## config.mk

```make
export PLATFORM = sky130hd
export DESIGN_NAME = log_record_append_crc32c
export DESIGN_NICKNAME = d
export VERILOG_FILES = /design/src/sv/lra_pkg.sv /design/src/sv/lra_front.sv /design/src/sv/lra_fifo.sv /design/src/sv/lra_back.sv /design/src/sv/log_record_append_crc32c.sv
export SDC_FILE = /design/constraint.sdc
export NUM_CORES = 2
export LEC_CHECK = 0
export ABC_AREA = 1
export BUFFER_PORTS_ARGS = -buffer_cell sky130_fd_sc_hd__buf_2
export CAP_MARGIN = 15
export CORE_MARGIN = 2
export CORE_UTILIZATION = 30
export CTS_CLUSTER_SIZE = 40
export DETAILED_ROUTE_END_ITERATION = 6
export GPL_TIMING_DRIVEN = 0
export MAX_ROUTING_LAYER = met4
export PLACE_DENSITY = 0.46
export SYNTH_ARGS = -nofsm -noshare
export SYNTH_HDL_FRONTEND = slang
export SYNTH_SLANG_ARGS = --single-unit
export TNS_END_PERCENT = 1
```

## constraint.sdc

```tcl
create_clock -name aclk -period 37.7 [get_ports aclk]
set_input_delay 7.54 -clock aclk [delete_from_list [all_inputs] [get_ports aclk]]
set_output_delay 7.54 -clock aclk [all_outputs]
set_load 0.01 [all_outputs]
```

## src/sv/lra_pkg.sv

```systemverilog
// Shared types, constants and codes for the log record appender.
`default_nettype none

package lra_pkg;

    // Default build values
    localparam int HEADER_BYTES_DEF = 40;
    localparam int FIFO_DEPTH_DEF   = 4;

    // Port widths
    localparam int S_TDATA_W   = 240;
    localparam int M_TDATA_W   = 360;
    localparam int M_TUSER_W   = 2;
    localparam int CFG_INDEX_W = 1;
    localparam int CFG_DATA_W  = 32;

    // Beat kinds carried on s_axis_tuser
    localparam logic OP_START = 1'b0;
    localparam logic OP_BYTE  = 1'b1;

    // Register indexes
    localparam logic [CFG_INDEX_W-1:0] REG_SEGMENT_NUMBER   = 1'd0;
    localparam logic [CFG_INDEX_W-1:0] REG_SEGMENT_CAPACITY = 1'd1;

    localparam logic [31:0] CAPACITY_RESET = 32'd16777216;
    localparam logic [31:0] CRC_INIT       = 32'hFFFF_FFFF;
    localparam logic [31:0] CRC_POLY       = 32'h82F6_3B78;

    // Result status codes
    typedef enum logic [1:0] {
        ST_HEADER_READY = 2'd0,
        ST_SEGMENT_FULL = 2'd1,
        ST_NO_RECORD    = 2'd2
    } status_t;

    // Classified command passed from front to back
    typedef struct packed {
        logic        op;
        logic        len_zero;
        logic [32:0] total;      // header bytes + payload length, unsaturated
        logic [7:0]  kind;
        logic [63:0] txn;
        logic [63:0] prev;
        logic [63:0] time_stamp;
        logic [7:0]  data_byte;
    } cmd_t;

endpackage

`default_nettype wire

```

## src/sv/lra_front.sv

```systemverilog
// Front end: accepts input beats, unpacks and classifies them into commands.
`default_nettype none

module lra_front
    import lra_pkg::*;
#(
    parameter int HEADER_BYTES = HEADER_BYTES_DEF
) (
    input  wire logic                 s_axis_tvalid,
    output logic                      s_axis_tready,
    // kind[7:0], txn[71:8], prev[135:72], length[167:136], time[231:168], byte[239:232]
    input  wire logic [S_TDATA_W-1:0] s_axis_tdata,
    // operation[0]
    input  wire logic [0:0]           s_axis_tuser,
    input  wire logic                 fifo_full,
    output logic                      push,
    output cmd_t                      cmd
);

    logic [31:0] length;

    // Accept whenever the queue has room
    assign s_axis_tready = !fifo_full;
    assign push          = s_axis_tvalid && !fifo_full;

    // Unpack and precompute the record size
    always_comb begin
        length         = s_axis_tdata[167:136];
        cmd.op         = s_axis_tuser[0];
        cmd.kind       = s_axis_tdata[7:0];
        cmd.txn        = s_axis_tdata[71:8];
        cmd.prev       = s_axis_tdata[135:72];
        cmd.time_stamp = s_axis_tdata[231:168];
        cmd.data_byte  = s_axis_tdata[239:232];
        cmd.len_zero   = (length == 32'd0);
        cmd.total      = {1'b0, length} + 33'(HEADER_BYTES);
    end

endmodule

`default_nettype wire

```

## src/sv/lra_fifo.sv

```systemverilog
// Short command queue between front and back end.
`default_nettype none

module lra_fifo
    import lra_pkg::*;
#(
    parameter int DEPTH = FIFO_DEPTH_DEF
) (
    input  wire logic aclk,
    input  wire logic aresetn,
    input  wire logic push,
    input  wire cmd_t push_cmd,
    input  wire logic pop,
    output cmd_t      pop_cmd,
    output logic      full,
    output logic      empty
);

    localparam int PTR_W = (DEPTH > 1) ? $clog2(DEPTH) : 1;
    localparam int CNT_W = $clog2(DEPTH + 1);

    cmd_t             entry_reg [DEPTH];
    logic [PTR_W-1:0] wr_ptr_reg, wr_ptr_next;
    logic [PTR_W-1:0] rd_ptr_reg, rd_ptr_next;
    logic [CNT_W-1:0] count_reg, count_next;

    assign full    = (count_reg == CNT_W'(DEPTH));
    assign empty   = (count_reg == '0);
    assign pop_cmd = entry_reg[rd_ptr_reg];

    // Pointer and fill count update
    always_comb begin
        wr_ptr_next = wr_ptr_reg;
        rd_ptr_next = rd_ptr_reg;
        count_next  = count_reg;
        if (push) begin
            wr_ptr_next = (wr_ptr_reg == PTR_W'(DEPTH - 1)) ? '0 : wr_ptr_reg + 1'b1;
        end
        if (pop) begin
            rd_ptr_next = (rd_ptr_reg == PTR_W'(DEPTH - 1)) ? '0 : rd_ptr_reg + 1'b1;
        end
        if (push && !pop) begin
            count_next = count_reg + 1'b1;
        end else if (pop && !push) begin
            count_next = count_reg - 1'b1;
        end
    end

    always_ff @(posedge aclk) begin
        if (!aresetn) begin
            wr_ptr_reg <= '0;
            rd_ptr_reg <= '0;
            count_reg  <= '0;
        end else begin
            wr_ptr_reg <= wr_ptr_next;
            rd_ptr_reg <= rd_ptr_next;
            count_reg  <= count_next;
        end
    end

    // Entry storage
    always_ff @(posedge aclk) begin
        if (push) begin
            entry_reg[wr_ptr_reg] <= push_cmd;
        end
    end

`ifndef SYNTHESIS
    a_count_bound: assert property (@(posedge aclk) disable iff (!aresetn)
        count_reg <= CNT_W'(DEPTH))
        else $error("queue count above depth");
`endif

endmodule

`default_nettype wire

```

## src/sv/lra_back.sv

```systemverilog
// Back end: segment state, capacity check, CRC-32C and the result register.
`default_nettype none

module lra_back
    import lra_pkg::*;
#(
    parameter int HEADER_BYTES = HEADER_BYTES_DEF
) (
    input  wire logic                   aclk,
    input  wire logic                   aresetn,
    input  wire logic                   fifo_empty,
    input  wire cmd_t                   pop_cmd,
    output logic                        pop,
    output logic                        m_axis_tvalid,
    input  wire logic                   m_axis_tready,
    // seq[63:0], total[95:64], kind[103:96], txn[167:104], prev[231:168],
    // crc[263:232], time[327:264], start[359:328]
    output logic [M_TDATA_W-1:0]        m_axis_tdata,
    // status[1:0]
    output logic [M_TUSER_W-1:0]        m_axis_tuser,
    input  wire logic                   cfg_wr_en,
    input  wire logic [CFG_INDEX_W-1:0] cfg_index,
    input  wire logic [CFG_DATA_W-1:0]  cfg_wr_data
);

    // One reflected CRC-32C byte step, unrolled
    function automatic logic [31:0] crc32c_byte(input logic [31:0] crc_in,
                                                input logic [7:0]  data);
        logic [31:0] c;
        c = crc_in ^ {24'd0, data};
        for (int k = 0; k < 8; k++) begin
            c = (c >> 1) ^ (c[0] ? CRC_POLY : 32'd0);
        end
        return c;
    endfunction

    // Configuration
    logic [31:0] segment_number_reg, segment_capacity_reg;

    // Segment and record state
    logic [31:0] write_offset_reg, write_offset_next;
    logic [31:0] running_crc_reg,  running_crc_next;
    logic [31:0] bytes_left_reg,   bytes_left_next;
    logic        record_open_reg,  record_open_next;
    logic [7:0]  held_kind_reg,    held_kind_next;
    logic [63:0] held_txn_reg,     held_txn_next;
    logic [63:0] held_prev_reg,    held_prev_next;
    logic [63:0] held_time_reg,    held_time_next;
    logic [31:0] held_start_reg,   held_start_next;
    logic [31:0] held_length_reg,  held_length_next;
    logic [31:0] held_segment_reg, held_segment_next;

    // Result register
    logic        m_valid_reg, m_valid_next;
    status_t     m_status_reg,  m_status_next;
    logic [31:0] m_segment_reg, m_segment_next;
    logic [31:0] m_start_reg,   m_start_next;
    logic [31:0] m_total_reg,   m_total_next;
    logic [7:0]  m_kind_reg,    m_kind_next;
    logic [63:0] m_txn_reg,     m_txn_next;
    logic [63:0] m_prev_reg,    m_prev_next;
    logic [31:0] m_crc_reg,     m_crc_next;
    logic [63:0] m_time_reg,    m_time_next;
    logic        emit;

    logic [31:0] total_sat;
    logic [33:0] end_sum;
    logic        refuse;
    logic [31:0] crc_new;

    // Take a command when the result slot is free or draining
    assign pop = !fifo_empty && (!m_valid_reg || m_axis_tready);

    // Datapath terms
    always_comb begin
        total_sat = pop_cmd.total[32] ? 32'hFFFF_FFFF : pop_cmd.total[31:0];
        end_sum   = {2'b00, write_offset_reg} + {1'b0, pop_cmd.total};
        refuse    = end_sum > {2'b00, segment_capacity_reg};
        crc_new   = crc32c_byte(running_crc_reg, pop_cmd.data_byte);
    end

    // Command execution
    always_comb begin
        write_offset_next = write_offset_reg;
        running_crc_next  = running_crc_reg;
        bytes_left_next   = bytes_left_reg;
        record_open_next  = record_open_reg;
        held_kind_next    = held_kind_reg;
        held_txn_next     = held_txn_reg;
        held_prev_next    = held_prev_reg;
        held_time_next    = held_time_reg;
        held_start_next   = held_start_reg;
        held_length_next  = held_length_reg;
        held_segment_next = held_segment_reg;
        emit              = 1'b0;
        m_status_next     = m_status_reg;
        m_segment_next    = m_segment_reg;
        m_start_next      = m_start_reg;
        m_total_next      = m_total_reg;
        m_kind_next       = m_kind_reg;
        m_txn_next        = m_txn_reg;
        m_prev_next       = m_prev_reg;
        m_crc_next        = m_crc_reg;
        m_time_next       = m_time_reg;

        if (pop) begin
            if (pop_cmd.op == OP_START) begin
                // A start drops any open record
                record_open_next = 1'b0;
                bytes_left_next  = 32'd0;
                running_crc_next = CRC_INIT;
                if (refuse || pop_cmd.len_zero) begin
                    emit           = 1'b1;
                    m_status_next  = refuse ? ST_SEGMENT_FULL : ST_HEADER_READY;
                    m_segment_next = segment_number_reg;
                    m_start_next   = write_offset_reg;
                    m_total_next   = total_sat;
                    m_kind_next    = pop_cmd.kind;
                    m_txn_next     = pop_cmd.txn;
                    m_prev_next    = pop_cmd.prev;
                    m_crc_next     = 32'd0;
                    m_time_next    = pop_cmd.time_stamp;
                    if (!refuse) begin
                        write_offset_next = write_offset_reg + total_sat;
                    end
                end else begin
                    record_open_next  = 1'b1;
                    bytes_left_next   = pop_cmd.total[31:0] - 32'(HEADER_BYTES);
                    held_kind_next    = pop_cmd.kind;
                    held_txn_next     = pop_cmd.txn;
                    held_prev_next    = pop_cmd.prev;
                    held_time_next    = pop_cmd.time_stamp;
                    held_start_next   = write_offset_reg;
                    held_length_next  = total_sat;
                    held_segment_next = segment_number_reg;
                end
            end else if (!record_open_reg) begin
                // Payload beat with no record open
                emit           = 1'b1;
                m_status_next  = ST_NO_RECORD;
                m_segment_next = 32'd0;
                m_start_next   = 32'd0;
                m_total_next   = 32'd0;
                m_kind_next    = 8'd0;
                m_txn_next     = 64'd0;
                m_prev_next    = 64'd0;
                m_crc_next     = 32'd0;
                m_time_next    = 64'd0;
            end else if (bytes_left_reg == 32'd1) begin
                // Last payload byte closes the record
                emit              = 1'b1;
                m_status_next     = ST_HEADER_READY;
                m_segment_next    = held_segment_reg;
                m_start_next      = held_start_reg;
                m_total_next      = held_length_reg;
                m_kind_next       = held_kind_reg;
                m_txn_next        = held_txn_reg;
                m_prev_next       = held_prev_reg;
                m_crc_next        = crc_new ^ CRC_INIT;
                m_time_next       = held_time_reg;
                write_offset_next = held_start_reg + held_length_reg;
                record_open_next  = 1'b0;
                bytes_left_next   = 32'd0;
                running_crc_next  = CRC_INIT;
            end else begin
                running_crc_next = crc_new;
                bytes_left_next  = bytes_left_reg - 32'd1;
            end
        end

        if (emit) begin
            m_valid_next = 1'b1;
        end else if (m_axis_tready) begin
            m_valid_next = 1'b0;
        end else begin
            m_valid_next = m_valid_reg;
        end
    end

    // Control state
    always_ff @(posedge aclk) begin
        if (!aresetn) begin
            segment_number_reg   <= 32'd0;
            segment_capacity_reg <= CAPACITY_RESET;
            write_offset_reg     <= 32'd0;
            running_crc_reg      <= CRC_INIT;
            bytes_left_reg       <= 32'd0;
            record_open_reg      <= 1'b0;
            m_valid_reg          <= 1'b0;
        end else begin
            if (cfg_wr_en && cfg_index == REG_SEGMENT_NUMBER) begin
                segment_number_reg <= cfg_wr_data;
            end
            if (cfg_wr_en && cfg_index == REG_SEGMENT_CAPACITY) begin
                segment_capacity_reg <= cfg_wr_data;
            end
            write_offset_reg <= write_offset_next;
            running_crc_reg  <= running_crc_next;
            bytes_left_reg   <= bytes_left_next;
            record_open_reg  <= record_open_next;
            m_valid_reg      <= m_valid_next;
        end
    end

    // Held header and result payload
    always_ff @(posedge aclk) begin
        held_kind_reg    <= held_kind_next;
        held_txn_reg     <= held_txn_next;
        held_prev_reg    <= held_prev_next;
        held_time_reg    <= held_time_next;
        held_start_reg   <= held_start_next;
        held_length_reg  <= held_length_next;
        held_segment_reg <= held_segment_next;
        m_status_reg     <= m_status_next;
        m_segment_reg    <= m_segment_next;
        m_start_reg      <= m_start_next;
        m_total_reg      <= m_total_next;
        m_kind_reg       <= m_kind_next;
        m_txn_reg        <= m_txn_next;
        m_prev_reg       <= m_prev_next;
        m_crc_reg        <= m_crc_next;
        m_time_reg       <= m_time_next;
    end

    assign m_axis_tvalid = m_valid_reg;
    assign m_axis_tuser  = m_status_reg;
    assign m_axis_tdata  = {m_start_reg, m_time_reg, m_crc_reg, m_prev_reg, m_txn_reg,
                            m_kind_reg, m_total_reg, m_segment_reg, m_start_reg};

`ifndef SYNTHESIS
    a_open_has_bytes: assert property (@(posedge aclk) disable iff (!aresetn)
        record_open_reg |-> bytes_left_reg != 32'd0)
        else $error("open record with no bytes left");
    a_idle_crc_seed: assert property (@(posedge aclk) disable iff (!aresetn)
        !record_open_reg |-> running_crc_reg == CRC_INIT)
        else $error("crc not reseeded while no record open");
    a_refuse_keeps_offset: assert property (@(posedge aclk) disable iff (!aresetn)
        (pop && pop_cmd.op == OP_START && refuse) |=> $stable(write_offset_reg))
        else $error("refused record moved the write offset");
    a_no_record_zero: assert property (@(posedge aclk) disable iff (!aresetn)
        (m_valid_reg && m_status_reg == ST_NO_RECORD) |->
            (m_segment_reg == 32'd0 && m_start_reg == 32'd0 && m_crc_reg == 32'd0))
        else $error("stray payload result carries data");
`endif

endmodule

`default_nettype wire

```

## src/sv/log_record_append_crc32c.sv

```systemverilog
// An input beat is registered in a queue entry and then in the result register on its way to its result beat.
// Throughput: one beat per cycle, start or payload byte, while the queue has room; the CRC-32C byte step is
//   unrolled in the back end and the capacity check is one 34-bit add and compare.
// A zero-length or refused start beat, the last payload byte and a stray payload byte give a result.
// Reset (aresetn, synchronous, active low) empties the queue, closes any record,
//   zeroes the write offset and loads the register defaults.
`default_nettype none

module log_record_append_crc32c
    import lra_pkg::*;
#(
    parameter int HEADER_BYTES = HEADER_BYTES_DEF,
    parameter int FIFO_DEPTH   = FIFO_DEPTH_DEF
) (
    input  wire logic                   aclk,
    input  wire logic                   aresetn,
    input  wire logic                   s_axis_tvalid,
    output logic                        s_axis_tready,
    // kind[7:0], txn[71:8], prev[135:72], length[167:136], time[231:168], byte[239:232]
    input  wire logic [S_TDATA_W-1:0]   s_axis_tdata,
    // operation[0]
    input  wire logic [0:0]             s_axis_tuser,
    output logic                        m_axis_tvalid,
    input  wire logic                   m_axis_tready,
    // seq[63:0], total[95:64], kind[103:96], txn[167:104], prev[231:168],
    // crc[263:232], time[327:264], start[359:328]
    output logic [M_TDATA_W-1:0]        m_axis_tdata,
    // status[1:0]
    output logic [M_TUSER_W-1:0]        m_axis_tuser,
    input  wire logic                   cfg_wr_en,
    input  wire logic [CFG_INDEX_W-1:0] cfg_index,
    input  wire logic [CFG_DATA_W-1:0]  cfg_wr_data
);

    cmd_t push_cmd, pop_cmd;
    logic push, pop, fifo_full, fifo_empty;

    lra_front #(
        .HEADER_BYTES (HEADER_BYTES)
    ) u_front (
        .s_axis_tvalid (s_axis_tvalid),
        .s_axis_tready (s_axis_tready),
        .s_axis_tdata  (s_axis_tdata),
        .s_axis_tuser  (s_axis_tuser),
        .fifo_full     (fifo_full),
        .push          (push),
        .cmd           (push_cmd)
    );

    lra_fifo #(
        .DEPTH (FIFO_DEPTH)
    ) u_fifo (
        .aclk     (aclk),
        .aresetn  (aresetn),
        .push     (push),
        .push_cmd (push_cmd),
        .pop      (pop),
        .pop_cmd  (pop_cmd),
        .full     (fifo_full),
        .empty    (fifo_empty)
    );

    lra_back #(
        .HEADER_BYTES (HEADER_BYTES)
    ) u_back (
        .aclk          (aclk),
        .aresetn       (aresetn),
        .fifo_empty    (fifo_empty),
        .pop_cmd       (pop_cmd),
        .pop           (pop),
        .m_axis_tvalid (m_axis_tvalid),
        .m_axis_tready (m_axis_tready),
        .m_axis_tdata  (m_axis_tdata),
        .m_axis_tuser  (m_axis_tuser),
        .cfg_wr_en     (cfg_wr_en),
        .cfg_index     (cfg_index),
        .cfg_wr_data   (cfg_wr_data)
    );

endmodule

`default_nettype wire

```

==> impl_metrics.csv <==
group,metric,value,unit
logic_synthesis,synth-adder-area-share,2.36,%
outcome,outcome,"finished clean",
logic_synthesis,synth_top_family_by_area,"simple AND/OR/NAND/NOR gates",
logic_synthesis,syn_nets,7085,
clock_network,cts_buffers,196,
power,p_leak,34.3,nW
logic_synthesis,synth_compound_area_share,9.36,%
route,dr.pass1.iters,6,
logic_synthesis,yosysWarnings,0,
sta,drv_slew,0,
global_routing,grt_pass1_vias,52600,
logic_synthesis,synthesis.instances,6666,
route,wl,262000,microns
logic_synthesis,syn_area_per_cell,11.3,sq um
route,wl_per_cell,23.5,microns
route,vias,53800,
power,p_int,5.13,mW
floorplanning,dieArea,255000,sq um
route,drt_iter0_drc,4232,
floorplanning,initial_utilization,30.1,%
sta,fin_crit,10.48,ns
logic_synthesis,yosysMostFrequentCell,"edfxtp_1",
sta,relSlewSlack,11.1,%
setup_path,slowest_delay,0.74,ns
clock_network,htree_num_levels,4,
logic_synthesis,synth-simple-area-share,13.9,%
floorplanning,io_pins,643,
clock_network,cts_num_sinks,1769,
logic_synthesis,synth_cell_type_count,56,
setup_path,path_cells,"buf_2 -> nor2_1 -> a31oi_1 -> o21ai_1 -> nor3_1 -> nand2_1 -> buf_2 -> nor2_1 -> nor2_1",
setup_path,r2r_cells,38,
floorplanning,dieHeight,505,microns
setup_path,worstPathArrival,11.19,ns
logic_synthesis,synthArstFlopShare,0,%
power,power_frac_seq,32.1,%
finish,drive_gt1_share,14.8,%
route,ant_nets,0,
clock_network,clk_latency,0.88,ns
setup_path,critPathTopFamily,"simple AND/OR/NAND/NOR gates",
placed_design,place_congestion,0.925,
power,combPwrFrac,46.7,%
setup_path,reg2reg_to,"u_back.m_txn_reg[61]$_DFFE_PP_",
placed_design,post-place-ws,26.46,ns
power,ir_drop,0.0820,mV
clock_network,post_cts_buffers,0,
flow_run,maxCapViolations,0,
power,net-switching-power,4.11,mW
setup_path,crit_fanout,10,
placed_design,hpwl,189000,microns
sta,hold_violations,0,
logic_synthesis,synthTopCellsByCount,"edfxtp_1 (1598), nand2_1 (1179), nor2_1 (846)",
setup_path,cp_slowest_cell,"a31oi_1",
global_routing,grt_max_degree,113,
clock_network,cts_resized,0,
clock_network,clockRootBuffer,"clkbuf_16",
floorplanning,core_region_area,251000,sq um
sta,finalCritPeriodShare,27.8,%
clock_network,cts.clk_slew.worst_paths,0.06,ns
sta,rsz0062_at_grt,"no",
floorplanning,die_w,505,microns
sta,finalWorstSetupSlack,27.22,ns
setup_path,required,38.41,ns
logic_synthesis,ys_seq_elements,1769,
logic_synthesis,synthMuxAreaShare,0,%
route,drc,0,
route,avgViaCountPerCell,4.82,
logic_synthesis,yosysTopAreaCell,"edfxtp_1",
setup_path,critPathBufInv,2,
finish,largest_register_ffs,972,
logic_synthesis,netlist_area,75400,sq um
sta,whs,0.448,ns
power,power_frac_clock,21.2,%
clock_network,clockBufferDepth,3,
power,swShare,44.5,%
sta,setup_violations,0,
clock_network,cts_tree,"built",
logic_synthesis,synth_edf_count,1598,
setup_path,critPathLaunchType,"primary input",
finish,fin_util,36.3,%
logic_synthesis,synthTopCellsByArea,"edfxtp_1 (64%), nand2_1 (5.9%), o21ai_0 (4.7%)",
logic_synthesis,yosys.area_share.xor_xnor,2.46,%
finish,syn_to_final_growth,20.8,%
global_routing,grt_overflow_total,0,
global_routing,grtUsageTotal,20.6,%
floorplanning,rows,184,
hold_path,hp-class,"flip-flop to flip-flop",
setup_path,worst_setup_path_end_kind,"flip-flop",
placed_design,io_buffer_count,641,
setup_path,crit_type,"primary input to flip-flop",
setup_path,crit_start,"m_axis_tready",
hold_path,holdPathEnd,"u_back.held_segment_reg[25]$_DFFE_PP_",
global_routing,antenna_found_initial,80,
setup_path,rrSetupSlack,28.03,ns
sta,tightest_slew,1.33,ns
finish,nets,7993,
sta,tns,0,ns
hold_path,hp-start,"u_back.segment_number_reg[25]$_SDFFE_PN0P_",
power,p_per_area,101,nW/um^2
clock_network,ctsHoldBuffers,0,
hold_path,hold_depth,0,
sta,max_freq,95.4,MHz
setup_path,crit_top_cell,"nor2_1",
logic_synthesis,yosysSeqAreaShare,68.2,%
logic_synthesis,synth_ff_type,"edfxtp_1",
global_routing,grt_pass1_wl,375000,microns
sta,fin_skew,0.0786,ns
logic_synthesis,synth_top_area_share,63.6,%
## through the flow
step                      total power, mW  cells  area (sq um)
final                                9.24  11200         91100
after global routing                 9.85  11100         91100
after detailed placement             7.35  10700         84300
after global placement               7.57  10700         82800
after CTS                            9.34  11100         90900
after floorplan                      5.67   6666         75400
## power by group through the flow
stage	Combinational [mW]	Sequential (mW)	Clock (mW)
after floorplan	2.47	3.20	0
after global placement	4.25	3.32	0
after detailed placement	4.34	3.01	0
after CTS	4.36	2.97	2.01
after global routing	4.76	3.01	2.08
final	4.32	2.97	1.96
## layout make-up
class / instances / area, sq um
Buffer: 362 / 1610
Clock buffer: 240 / 5090
Timing Repair Buffer: 710 / 4650
Clock inverter: 128 / 1520
Tap cell: 3348 / 4190
Fill cell: 24800 / 160000
Sequential cell: 1769 / 51400
Multi-Input combinational cell: 4204 / 21200
Inverter: 331 / 1250
Antenna cell: 60 / 150
## routing by layer
layer	wire length, microns	part of all wire (%)	track usage, %
met1	112000	43	26.1
met2	122000	46	32.3
met3	20400	7.8	5.40
met4	8110	3.1	6.16
met5	0	0	-
## placed cells by master (no fill, tap or decap), types with 12 or more instances in the layout
cell type	count
inv_1	320
xor2_1	119
clkbuf_1	298
clkinv_2	32
bufinv_16	23
o21bai_1	12
o21ai_0	709
nand2_1	1179
nand3b_1	12
nand3_1	390
ha_1	136
o22ai_1	203
clkbuf_16	196
buf_4	36
nor4_1	23
clkinvlp_4	15
nand2_2	12
buf_2	664
edfxtp_1	1598
dfxtp_1	171
clkinv_1	37
a32oi_1	13
clkbuf_2	13
a31oi_1	21
diode_2	60
a21o_1	17
nand4_1	32
nor3_1	37
a21oi_1	275
or2_2	14
buf_16	13
o21ai_1	14
buf_1	25
xnor2_1	65
buf_12	50
nor2_1	841
## how the worst max path moves through the flow
stage / endpoint / cells after the start
after floorplan: u_back.held_kind_reg[0]$_DFFE_PP_ / 4
after global placement: u_back.held_prev_reg[30]$_DFFE_PP_ / 5
after detailed placement: u_back.write_offset_reg[18]$_SDFFE_PN0P_ / 9
after CTS: u_back.write_offset_reg[18]$_SDFFE_PN0P_ / 9
after global routing: u_back.write_offset_reg[18]$_SDFFE_PN0P_ / 9
final: u_back.write_offset_reg[18]$_SDFFE_PN0P_ / 9
## cell families after synthesis
kind of cell    Yosys count
xor+xnor                196
simple gates           2563
fa+ha+maj               140
buf+inv                 693
compound gates         1305
flops                  1769
No activity file was read; power rests on OpenSTA's default activity.
